## src/rtl/sed_pkg.sv

```systemverilog
package sed_pkg;

  localparam int SED_FIFO_DEPTH = 4;
  localparam int SED_SLOTS      = 3;

  localparam logic [7:0] CHR_BSLASH = 8'h5C;
  localparam logic [7:0] CHR_DQUOTE = 8'h22;
  localparam logic [7:0] CHR_BTICK  = 8'h60;
  localparam logic [7:0] CHR_N      = 8'h6E;
  localparam logic [7:0] CHR_R      = 8'h72;
  localparam logic [7:0] CHR_T      = 8'h74;
  localparam logic [7:0] CHR_F      = 8'h66;
  localparam logic [7:0] CHR_V      = 8'h76;
  localparam logic [7:0] CHR_X_LO   = 8'h78;
  localparam logic [7:0] CHR_X_UP   = 8'h58;
  localparam logic [7:0] CHR_0      = 8'h30;
  localparam logic [7:0] CHR_7      = 8'h37;
  localparam logic [7:0] CHR_9      = 8'h39;
  localparam logic [7:0] CHR_A_UP   = 8'h41;
  localparam logic [7:0] CHR_F_UP   = 8'h46;
  localparam logic [7:0] CHR_A_LO   = 8'h61;
  localparam logic [7:0] CHR_F_LO   = 8'h66;

  localparam logic [7:0] BYTE_LF = 8'h0A;
  localparam logic [7:0] BYTE_CR = 8'h0D;
  localparam logic [7:0] BYTE_HT = 8'h09;
  localparam logic [7:0] BYTE_FF = 8'h0C;
  localparam logic [7:0] BYTE_VT = 8'h0B;

  typedef enum logic [2:0] {
    MODE_PLAIN = 3'd0,
    MODE_ESC   = 3'd1,
    MODE_HEX0  = 3'd2,
    MODE_HEX1  = 3'd3,
    MODE_OCT1  = 3'd4,
    MODE_OCT2  = 3'd5
  } sed_mode_t;

  typedef struct packed {
    logic [7:0] data;
    logic       valid;
    logic       eos;
  } sed_slot_t;

  // one decoded input transaction: cnt results in slot[0..cnt-1]
  typedef struct packed {
    logic [1:0]                    cnt;
    sed_slot_t [SED_SLOTS-1:0]     slot;
  } sed_entry_t;

  typedef struct packed {
    logic       ok;
    logic [3:0] val;
  } sed_hex_t;

  function automatic sed_hex_t hex_decode(input logic [7:0] c);
    sed_hex_t h;
    h.ok  = 1'b1;
    h.val = 4'd0;
    if (c >= CHR_0 && c <= CHR_9) begin
      h.val = 4'(c - CHR_0);
    end else if (c >= CHR_A_UP && c <= CHR_F_UP) begin
      h.val = 4'(c - CHR_A_UP + 8'd10);
    end else if (c >= CHR_A_LO && c <= CHR_F_LO) begin
      h.val = 4'(c - CHR_A_LO + 8'd10);
    end else begin
      h.ok = 1'b0;
    end
    return h;
  endfunction

  function automatic logic is_oct(input logic [7:0] c);
    return (c >= CHR_0) && (c <= CHR_7);
  endfunction

  function automatic sed_slot_t mk_slot(input logic [7:0] d, input logic v,
                                        input logic e);
    sed_slot_t s;
    s.data  = d;
    s.valid = v;
    s.eos   = e;
    return s;
  endfunction

endpackage

```

## src/rtl/sed_front.sv

```systemverilog
module sed_front
  import sed_pkg::*;
(
  input  logic       clk,
  input  logic       rst_n,
  input  logic       acc,
  input  logic [7:0] in_char,
  input  logic       end_mark,
  output logic       push,
  output sed_entry_t ent
);

  sed_mode_t  mode_r, mode_nxt;
  logic [7:0] pend_r, pend_nxt;
  logic [1:0] n;
  logic       do_plain;
  sed_hex_t   hv;

  always_comb begin
    mode_nxt = mode_r;
    pend_nxt = pend_r;
    ent      = '0;
    n        = 2'd0;
    do_plain = 1'b0;
    hv       = hex_decode(in_char);
    if (end_mark) begin
      case (mode_r)
        MODE_ESC: begin
          ent.slot[n] = mk_slot(CHR_BSLASH, 1'b1, 1'b0); n = n + 2'd1;
        end
        MODE_HEX0: begin
          ent.slot[n] = mk_slot(CHR_BSLASH, 1'b1, 1'b0); n = n + 2'd1;
          ent.slot[n] = mk_slot(pend_r, 1'b1, 1'b0);     n = n + 2'd1;
        end
        MODE_HEX1, MODE_OCT1, MODE_OCT2: begin
          ent.slot[n] = mk_slot(pend_r, 1'b1, 1'b0); n = n + 2'd1;
        end
        default: ;
      endcase
      ent.slot[n] = mk_slot(8'h00, 1'b0, 1'b1); n = n + 2'd1;
      mode_nxt = MODE_PLAIN;
      pend_nxt = 8'h00;
    end else begin
      case (mode_r)
        MODE_ESC: begin
          mode_nxt = MODE_PLAIN;
          case (in_char)
            CHR_N: begin ent.slot[n] = mk_slot(BYTE_LF, 1'b1, 1'b0); n = n + 2'd1; end
            CHR_R: begin ent.slot[n] = mk_slot(BYTE_CR, 1'b1, 1'b0); n = n + 2'd1; end
            CHR_T: begin ent.slot[n] = mk_slot(BYTE_HT, 1'b1, 1'b0); n = n + 2'd1; end
            CHR_F: begin ent.slot[n] = mk_slot(BYTE_FF, 1'b1, 1'b0); n = n + 2'd1; end
            CHR_V: begin ent.slot[n] = mk_slot(BYTE_VT, 1'b1, 1'b0); n = n + 2'd1; end
            CHR_DQUOTE, CHR_BTICK, CHR_BSLASH: begin
              ent.slot[n] = mk_slot(in_char, 1'b1, 1'b0); n = n + 2'd1;
            end
            CHR_X_LO, CHR_X_UP: begin
              mode_nxt = MODE_HEX0;
              pend_nxt = in_char;
            end
            default: begin
              if (is_oct(in_char)) begin
                mode_nxt = MODE_OCT1;
                pend_nxt = {5'd0, in_char[2:0]};
              end else begin
                ent.slot[n] = mk_slot(CHR_BSLASH, 1'b1, 1'b0); n = n + 2'd1;
                ent.slot[n] = mk_slot(in_char, 1'b1, 1'b0);    n = n + 2'd1;
              end
            end
          endcase
        end
        MODE_HEX0: begin
          if (hv.ok) begin
            mode_nxt = MODE_HEX1;
            pend_nxt = {4'd0, hv.val};
          end else begin
            ent.slot[n] = mk_slot(CHR_BSLASH, 1'b1, 1'b0); n = n + 2'd1;
            ent.slot[n] = mk_slot(pend_r, 1'b1, 1'b0);     n = n + 2'd1;
            do_plain = 1'b1;
          end
        end
        MODE_HEX1: begin
          if (hv.ok) begin
            ent.slot[n] = mk_slot({pend_r[3:0], hv.val}, 1'b1, 1'b0); n = n + 2'd1;
            mode_nxt = MODE_PLAIN;
          end else begin
            ent.slot[n] = mk_slot(pend_r, 1'b1, 1'b0); n = n + 2'd1;
            do_plain = 1'b1;
          end
        end
        MODE_OCT1: begin
          if (is_oct(in_char)) begin
            pend_nxt = {pend_r[4:0], in_char[2:0]};
            mode_nxt = MODE_OCT2;
          end else begin
            ent.slot[n] = mk_slot(pend_r, 1'b1, 1'b0); n = n + 2'd1;
            do_plain = 1'b1;
          end
        end
        MODE_OCT2: begin
          if (is_oct(in_char)) begin
            ent.slot[n] = mk_slot({pend_r[4:0], in_char[2:0]}, 1'b1, 1'b0);
            n = n + 2'd1;
            mode_nxt = MODE_PLAIN;
          end else begin
            ent.slot[n] = mk_slot(pend_r, 1'b1, 1'b0); n = n + 2'd1;
            do_plain = 1'b1;
          end
        end
        default: do_plain = 1'b1;
      endcase
      if (do_plain) begin
        if (in_char == CHR_BSLASH) begin
          mode_nxt = MODE_ESC;
        end else begin
          mode_nxt = MODE_PLAIN;
          ent.slot[n] = mk_slot(in_char, 1'b1, 1'b0); n = n + 2'd1;
        end
      end
    end
    ent.cnt = n;
  end

  assign push = acc && (n != 2'd0);

  always_ff @(posedge clk) begin
    if (!rst_n) begin
      mode_r <= MODE_PLAIN;
      pend_r <= 8'h00;
    end else if (acc) begin
      mode_r <= mode_nxt;
      pend_r <= pend_nxt;
    end
  end

endmodule

```

## src/rtl/sed_fifo.sv

```systemverilog
module sed_fifo
  import sed_pkg::*;
#(
  parameter int DEPTH = SED_FIFO_DEPTH
) (
  input  logic       clk,
  input  logic       rst_n,
  input  logic       push,
  input  sed_entry_t wr_ent,
  output logic       full,
  input  logic       pop,
  output logic       rd_valid,
  output sed_entry_t rd_ent
);

  localparam int PTR_W = (DEPTH > 1) ? $clog2(DEPTH) : 1;
  localparam int CNT_W = $clog2(DEPTH + 1);

  sed_entry_t       q_r [DEPTH];
  logic [PTR_W-1:0] wptr_r, rptr_r;
  logic [CNT_W-1:0] cnt_r;
  logic             do_push, do_pop;

  assign full     = (cnt_r == CNT_W'(DEPTH));
  assign rd_valid = (cnt_r != '0);
  assign rd_ent   = q_r[rptr_r];
  assign do_push  = push && !full;
  assign do_pop   = pop && rd_valid;

  always_ff @(posedge clk) begin
    if (do_push) begin
      q_r[wptr_r] <= wr_ent;
    end
  end

  always_ff @(posedge clk) begin
    if (!rst_n) begin
      wptr_r <= '0;
      rptr_r <= '0;
      cnt_r  <= '0;
    end else begin
      if (do_push) begin
        wptr_r <= (wptr_r == PTR_W'(DEPTH - 1)) ? '0 : wptr_r + 1'b1;
      end
      if (do_pop) begin
        rptr_r <= (rptr_r == PTR_W'(DEPTH - 1)) ? '0 : rptr_r + 1'b1;
      end
      if (do_push && !do_pop) begin
        cnt_r <= cnt_r + 1'b1;
      end else if (do_pop && !do_push) begin
        cnt_r <= cnt_r - 1'b1;
      end
    end
  end

endmodule

```

## src/rtl/sed_back.sv

```systemverilog
module sed_back
  import sed_pkg::*;
(
  input  logic       clk,
  input  logic       rst_n,
  input  logic       hd_valid,
  input  sed_entry_t hd_ent,
  output logic       pop,
  output logic       out_tvalid,
  input  logic       out_tready,
  output logic [7:0] out_tdata,
  output logic       out_tuser,
  output logic       out_tlast
);

  logic       vld_r;
  logic [1:0] idx_r, idx_nxt;
  sed_slot_t  slot_r;
  logic       load, last_slot;

  assign load      = hd_valid && (!vld_r || out_tready);
  assign last_slot = (idx_r == hd_ent.cnt - 2'd1);
  assign pop       = load && last_slot;
  assign idx_nxt   = last_slot ? 2'd0 : idx_r + 2'd1;

  always_ff @(posedge clk) begin
    if (!rst_n) begin
      vld_r <= 1'b0;
      idx_r <= 2'd0;
    end else begin
      if (load) begin
        vld_r <= 1'b1;
        idx_r <= idx_nxt;
      end else if (out_tready) begin
        vld_r <= 1'b0;
      end
    end
  end

  always_ff @(posedge clk) begin
    if (load) begin
      slot_r <= hd_ent.slot[idx_r];
    end
  end

  assign out_tvalid = vld_r;
  assign out_tdata  = slot_r.data;
  assign out_tuser  = slot_r.valid;
  assign out_tlast  = slot_r.eos;

endmodule

```

## src/rtl/string_escape_decoder.sv

```systemverilog
// channel  | signals                               | payload
// in_      | tvalid tready tdata[7:0] tlast        | raw char, end marker
// out_     | tvalid tready tdata[7:0] tuser tlast  | byte, byte valid, end of string
//
// One input transaction per cycle while not full; the state machine decodes it on accept.
// An input gives up to three results; the output stage sends one per cycle unless stalled.
// The result queue holds FIFO_DEPTH decoded transactions; in_tready drops when it is full.
// rst_n is synchronous, active low.
module string_escape_decoder
  import sed_pkg::*;
#(
  parameter int FIFO_DEPTH = SED_FIFO_DEPTH
) (
  input  logic       clk,
  input  logic       rst_n,
  input  logic       in_tvalid,
  output logic       in_tready,
  input  logic [7:0] in_tdata,   // [7:0] in_char
  input  logic       in_tlast,
  output logic       out_tvalid,
  input  logic       out_tready,
  output logic [7:0] out_tdata,  // [7:0] out_byte
  output logic       out_tuser,  // [0] byte_valid
  output logic       out_tlast
);

  logic       acc, push, full, hd_valid, pop;
  sed_entry_t ent, hd_ent;

  assign in_tready = !full;
  assign acc       = in_tvalid && in_tready;

  sed_front u_front (
    .clk      (clk),
    .rst_n    (rst_n),
    .acc      (acc),
    .in_char  (in_tdata),
    .end_mark (in_tlast),
    .push     (push),
    .ent      (ent)
  );

  sed_fifo #(.DEPTH(FIFO_DEPTH)) u_fifo (
    .clk      (clk),
    .rst_n    (rst_n),
    .push     (push),
    .wr_ent   (ent),
    .full     (full),
    .pop      (pop),
    .rd_valid (hd_valid),
    .rd_ent   (hd_ent)
  );

  sed_back u_back (
    .clk        (clk),
    .rst_n      (rst_n),
    .hd_valid   (hd_valid),
    .hd_ent     (hd_ent),
    .pop        (pop),
    .out_tvalid (out_tvalid),
    .out_tready (out_tready),
    .out_tdata  (out_tdata),
    .out_tuser  (out_tuser),
    .out_tlast  (out_tlast)
  );

endmodule

```

## config.mk

```make
export PLATFORM = sky130hd
export DESIGN_NAME = string_escape_decoder
export DESIGN_NICKNAME = d
export VERILOG_FILES = /design/src/rtl/sed_pkg.sv /design/src/rtl/sed_front.sv /design/src/rtl/sed_fifo.sv /design/src/rtl/sed_back.sv /design/src/rtl/string_escape_decoder.sv
export SDC_FILE = /design/constraint.sdc
export NUM_CORES = 1
export LEC_CHECK = 0
export ABC_AREA = 0
export BUFFER_PORTS_ARGS = -buffer_cell sky130_fd_sc_hd__buf_4
export CORE_UTILIZATION = 55
export DETAILED_ROUTE_END_ITERATION = 16
export GPL_TIMING_DRIVEN = 0
export PLACE_DENSITY_LB_ADDON = 0.15
export SLEW_MARGIN = 5
export SYNTH_ARGS = -nofsm -noshare
export SYNTH_HDL_FRONTEND = slang
export SYNTH_HIERARCHICAL = 1
export SYNTH_SLANG_ARGS = --single-unit
```

## constraint.sdc

```tcl
create_clock -name clk -period 3.7 [get_ports clk]
set_clock_uncertainty 0.2 [all_clocks]
set_input_delay 0.185 -clock clk [delete_from_list [all_inputs] [get_ports clk]]
set_output_delay 0.185 -clock clk [all_outputs]
set_load 0.02 [all_outputs]
```

==> PnR_summary.wiki <==
{| class="wikitable"
! Metric !! Value
|-
| Result of the run || completed
|-
| Max-cap violation count || 0
|-
| Area delta synth->final || 16.6%
|-
| Antenna viol nets, final || 0
|-
| VDD IR max || 0.323 mV
|-
| Net count after synthesis || 653
|-
| Kind of critical path || in -> reg
|-
| Post-detailed-route DRC marker count || 0
|-
| Core area || 14500 sq um
|-
| Achievable clock frequency || 278 MHz
|-
| Crit. End Element || flop
|-
| Final setup slack of the worst path || 0.0976 ns
|-
| Cell area after technology mapping || 8170 sq um
|-
| Root buffer cell || sky130_fd_sc_hd__clkbuf_16
|-
| Remaining Overflow, GRT || 0
|-
| Switching fraction of total power || 28.1%
|-
| Most common cell in the netlist || sky130_fd_sc_hd__edfxtp_1
|-
| Combinational share of power || 26.4%
|-
| Die ar. || 15300 sq um
|-
| Worst Path Max Fanout || 32
|-
| Wire length of the first global-routing pass || 32300 um
|-
| Pin count of the biggest net entering global routing || 33
|-
| Final routed wirelength across all metal layers || 21200 um
|-
| Width of the die || 124 um
|-
| Part of the total power dissipated in the clock network || 31.4%
|-
| Startpoint class of the critical path || primary input
|-
| I/O pin cnt || 25
|-
| Yosys Warn Count || 6
|-
| Number of antenna violations at the first check in global routing || 0
|-
| Area leader, netlist || sky130_fd_sc_hd__edfxtp_1
|-
| CTS tree || built
|-
| Hold violation count in the final report || 0
|-
| Avg WL per Cell || 24.2 um
|-
| Avg Inst Size Synth || 13.1 sq um
|-
| Final setup violating endpoints || 0
|-
| Net switching power of the design || 1.62 mW
|-
| Count of placed standard cells in the final layout, fillers left out || 877
|-
| Weighted congestion at the end of routability-driven global placement || 0.974
|-
| Detail Placement HPWL || 14500 um
|-
| Via count of the first global-routing pass || 5547
|-
| Overall Global Routing Usage || 29.4%
|-
| Most instantiated cells after synthesis || 138 x sky130_fd_sc_hd__edfxtp_1, 56 x sky130_fd_sc_hd__nand2_1, 37 x sky130_fd_sc_hd__o21ai_0
|-
| Initial core utilization || 56.2%
|-
| Power Dens Cells || 605 nW/um^2
|-
| Ys flop type || sky130_fd_sc_hd__edfxtp_1
|-
| Share of final-layout standard cells stronger than drive strength 1 || 24.6%
|-
| Sequential share of power || 42.3%
|-
| CTS buffer count || 17
|-
| Height of the chip || 124 um
|-
| Clock insertion delay at the later pin of the skew report || 0.42 ns
|-
| H-tree depth || 4
|-
| Number of synthesized register bits || 161
|-
| CP Data Required Time || 3.54 ns
|-
| Cell area after layout || 9520 sq um
|-
| Final worst path period share || 97.4%
|-
| Area contributors post-synth || sky130_fd_sc_hd__edfxtp_1 51%, sky130_fd_sc_hd__mux4_2 8.3%, sky130_fd_sc_hd__dfxtp_1 5.6%
|-
| Number of enable-type register cells in the synthesized netlist || 138
|-
| Number of nets in the finished design || 709
|-
| Gate count of the mapped netlist || 623
|-
| Max-slew violations || 0
|-
| Actual transition at the worst max-transition pin || 1.07 ns
|-
| CTS Sinks || 161
|-
| Iteration-0 DRC Markers || 605
|-
| Yosys top cell area share || 50.7%
|-
| WP data arrival || 3.44 ns
|-
| Async set or reset register ratio after synthesis || 0%
|-
| Worst-case setup slack after placement || -0.858 ns
|-
| Placed instance count || 827
|-
| Final worst path period need || 3.60 ns
|-
| Total leakage power || 3.26 nW
|-
| Number of iterations in the first detailed-routing pass || 5
|-
| Area post-placement || 8630 sq um
|-
| Vias per cell || 6.49
|-
| Longest Clk Path Bufs || 2
|-
| Min-Delay Path Class || in -> reg
|-
| Via count || 5695
|-
| Sum of internal, switching and leakage power || 5.76 mW
|-
| Clock-pin slew on the worst setup and hold paths || 0.06 ns
|-
| Sequential element share of the synthesized area || 56.4%
|-
| Internal cell power || 4.14 mW
|-
| Netlist cell types || 80
|-
| Number of core rows || 44
|-
| Fillers || 1073
|-
| Max-slew headroom at the worst pin || 28.5%
|-
| Number of I/O port buffers || 20
|-
| Setup repair after global routing missed its margin || yes
|}
[power by group through the flow]
| stage | Clock, mW | Combinational, mW | Sequential (mW) |
|---|---|---|---|
| 5_1_grt | 1.90 | 1.64 | 2.46 |
| 6_report | 1.81 | 1.52 | 2.43 |
| 2_1_floorplan | 0 | 0.984 | 2.52 |
| 3_3_place_gp | 0 | 1.45 | 2.45 |
| 4_1_cts | 1.83 | 1.51 | 2.43 |
| 3_5_place_dp | 0 | 1.48 | 2.47 |
[worst max-delay path: stages]
cell and delay, ns:
sky130_fd_sc_hd__buf_6 0.10, sky130_fd_sc_hd__clkbuf_16 0.12, sky130_fd_sc_hd__inv_2 0.06, sky130_fd_sc_hd__ha_4 0.17
sky130_fd_sc_hd__nor3b_1 0.14, sky130_fd_sc_hd__or4_1 0.53, sky130_fd_sc_hd__buf_6 0.15, sky130_fd_sc_hd__o211ai_4 0.23
sky130_fd_sc_hd__o31ai_4 0.13, sky130_fd_sc_hd__inv_2 0.09, sky130_fd_sc_hd__ha_4 0.14, sky130_fd_sc_hd__o41ai_2 0.07
sky130_fd_sc_hd__a41oi_1 0.18, sky130_fd_sc_hd__nor2b_2 0.18, sky130_fd_sc_hd__buf_6 0.13, sky130_fd_sc_hd__and2_2 0.78
[area by class of cell]
type	instances	area (sq um)	area share [%]
plain buffers	41	295	3.10
clock inverters	11	150	1.58
repair buffers	37	289	3.03
diodes	1	2.50	0.0263
multi-input cells	404	3420	35.9
flip-flops and latches	161	4610	48.4
well taps	184	230	2.42
clock buffers	21	470	4.94
inverters	17	65.1	0.683
[per-layer routing]
| metal | share of wire [%] | GRT usage [%] | wire length (um) |
|---|---|---|---|
| met3 | 5.8 | 5.08 | 1230 |
| met1 | 43 | 39.2 | 9070 |
| met5 | 0 | 0 | 0 |
| met2 | 49 | 48.2 | 10400 |
| met4 | 2.8 | 10.6 | 587 |
[timing repair]
action / in CTS / in global routing
gates resized for setup: 15 / 21
buffers inserted: 8 / 6
setup endpoints to repair: 135 / 130
hold endpoints to repair: 7 / 0
gates cloned: 0 / 0
pin swaps: 4 / 5
hold buffers: 3 / 0
[logic make-up after synthesis]
logic type	Yosys count	share of synthesized area, %
AO/OA/AOI/OAI	156	13.4
adder cells (fa/ha/maj)	17	2.70
XOR/XNOR	5	0.536
AND/OR/NAND/NOR	167	10.9
flip-flops	161	56.4
buffers and inverters	58	3.80
multiplexers	59	12.2
[cells in the final DEF, fill, tap and decap left out, types with 5 or more instances in the layout]
cell,n
sky130_fd_sc_hd__a31oi_1,5
sky130_fd_sc_hd__mux4_2,30
sky130_fd_sc_hd__inv_1,12
sky130_fd_sc_hd__buf_6,5
sky130_fd_sc_hd__ha_1,9
sky130_fd_sc_hd__mux2i_1,26
sky130_fd_sc_hd__nand3_1,9
sky130_fd_sc_hd__nor2b_1,8
sky130_fd_sc_hd__and2_1,17
sky130_fd_sc_hd__nand2_1,56
sky130_fd_sc_hd__buf_4,35
sky130_fd_sc_hd__a22o_1,7
sky130_fd_sc_hd__clkbuf_1,14
sky130_fd_sc_hd__nand2b_1,5
sky130_fd_sc_hd__nor2_1,19
sky130_fd_sc_hd__nor4_1,7
sky130_fd_sc_hd__o21ai_0,35
sky130_fd_sc_hd__edfxtp_1,138
sky130_fd_sc_hd__nor3_1,7
sky130_fd_sc_hd__clkbuf_16,18
sky130_fd_sc_hd__buf_2,14
sky130_fd_sc_hd__a21oi_1,31
sky130_fd_sc_hd__o211ai_1,7
sky130_fd_sc_hd__dfxtp_1,22
sky130_fd_sc_hd__nand3b_1,5
[per-stage QoR]
| stage | utilization (%) | TNS (ns) | hold WS [ns] |
|---|---|---|---|
| floorplan | - | -0.0549 | 0.136 |
| global placement | 59.4 | -107.45 | 0.260 |
| detailed placement | 59.4 | -115.60 | 0.276 |
| CTS | 64.7 | 0 | 0.0815 |
| global route | 65.5 | -2.81 | 0.0906 |
| finish | 65.5 | 0 | 0.103 |
[state kept, by name, summed over array words and instances (netlist names), named ones only]
signal	flops
u_back/out_tdata	8
u_back/out_tvalid	1
u_back/out_tuser	1
u_fifo/wptr_r	2
u_back/idx_r	2
u_back/out_tlast	1
u_fifo/rptr_r	2
u_front/mode_r	3
u_front/pend_r	8
u_fifo/q_r	128
u_fifo/cnt_r	3
[final timing paths]
kind	start	end	slack, ns	cells past startpoint
setup / recovery	in_tdata[0]	u_fifo/q_r[0][4]$_DFFE_PP_	0.1	16
hold / removal	in_tdata[7]	u_fifo/q_r[3][29]$_DFFE_PP_	0.10	2
setup reg to reg	u_front/mode_r[2]$_SDFFE_PN0P_	u_fifo/q_r[0][4]$_DFFE_PP_	0.13	11
hold reg to reg	u_front/pend_r[5]$_SDFFE_PN0P_	u_front/pend_r[5]$_SDFFE_PN0P_	0.29	2
Note: power is estimated with default switching activity, not from simulation.
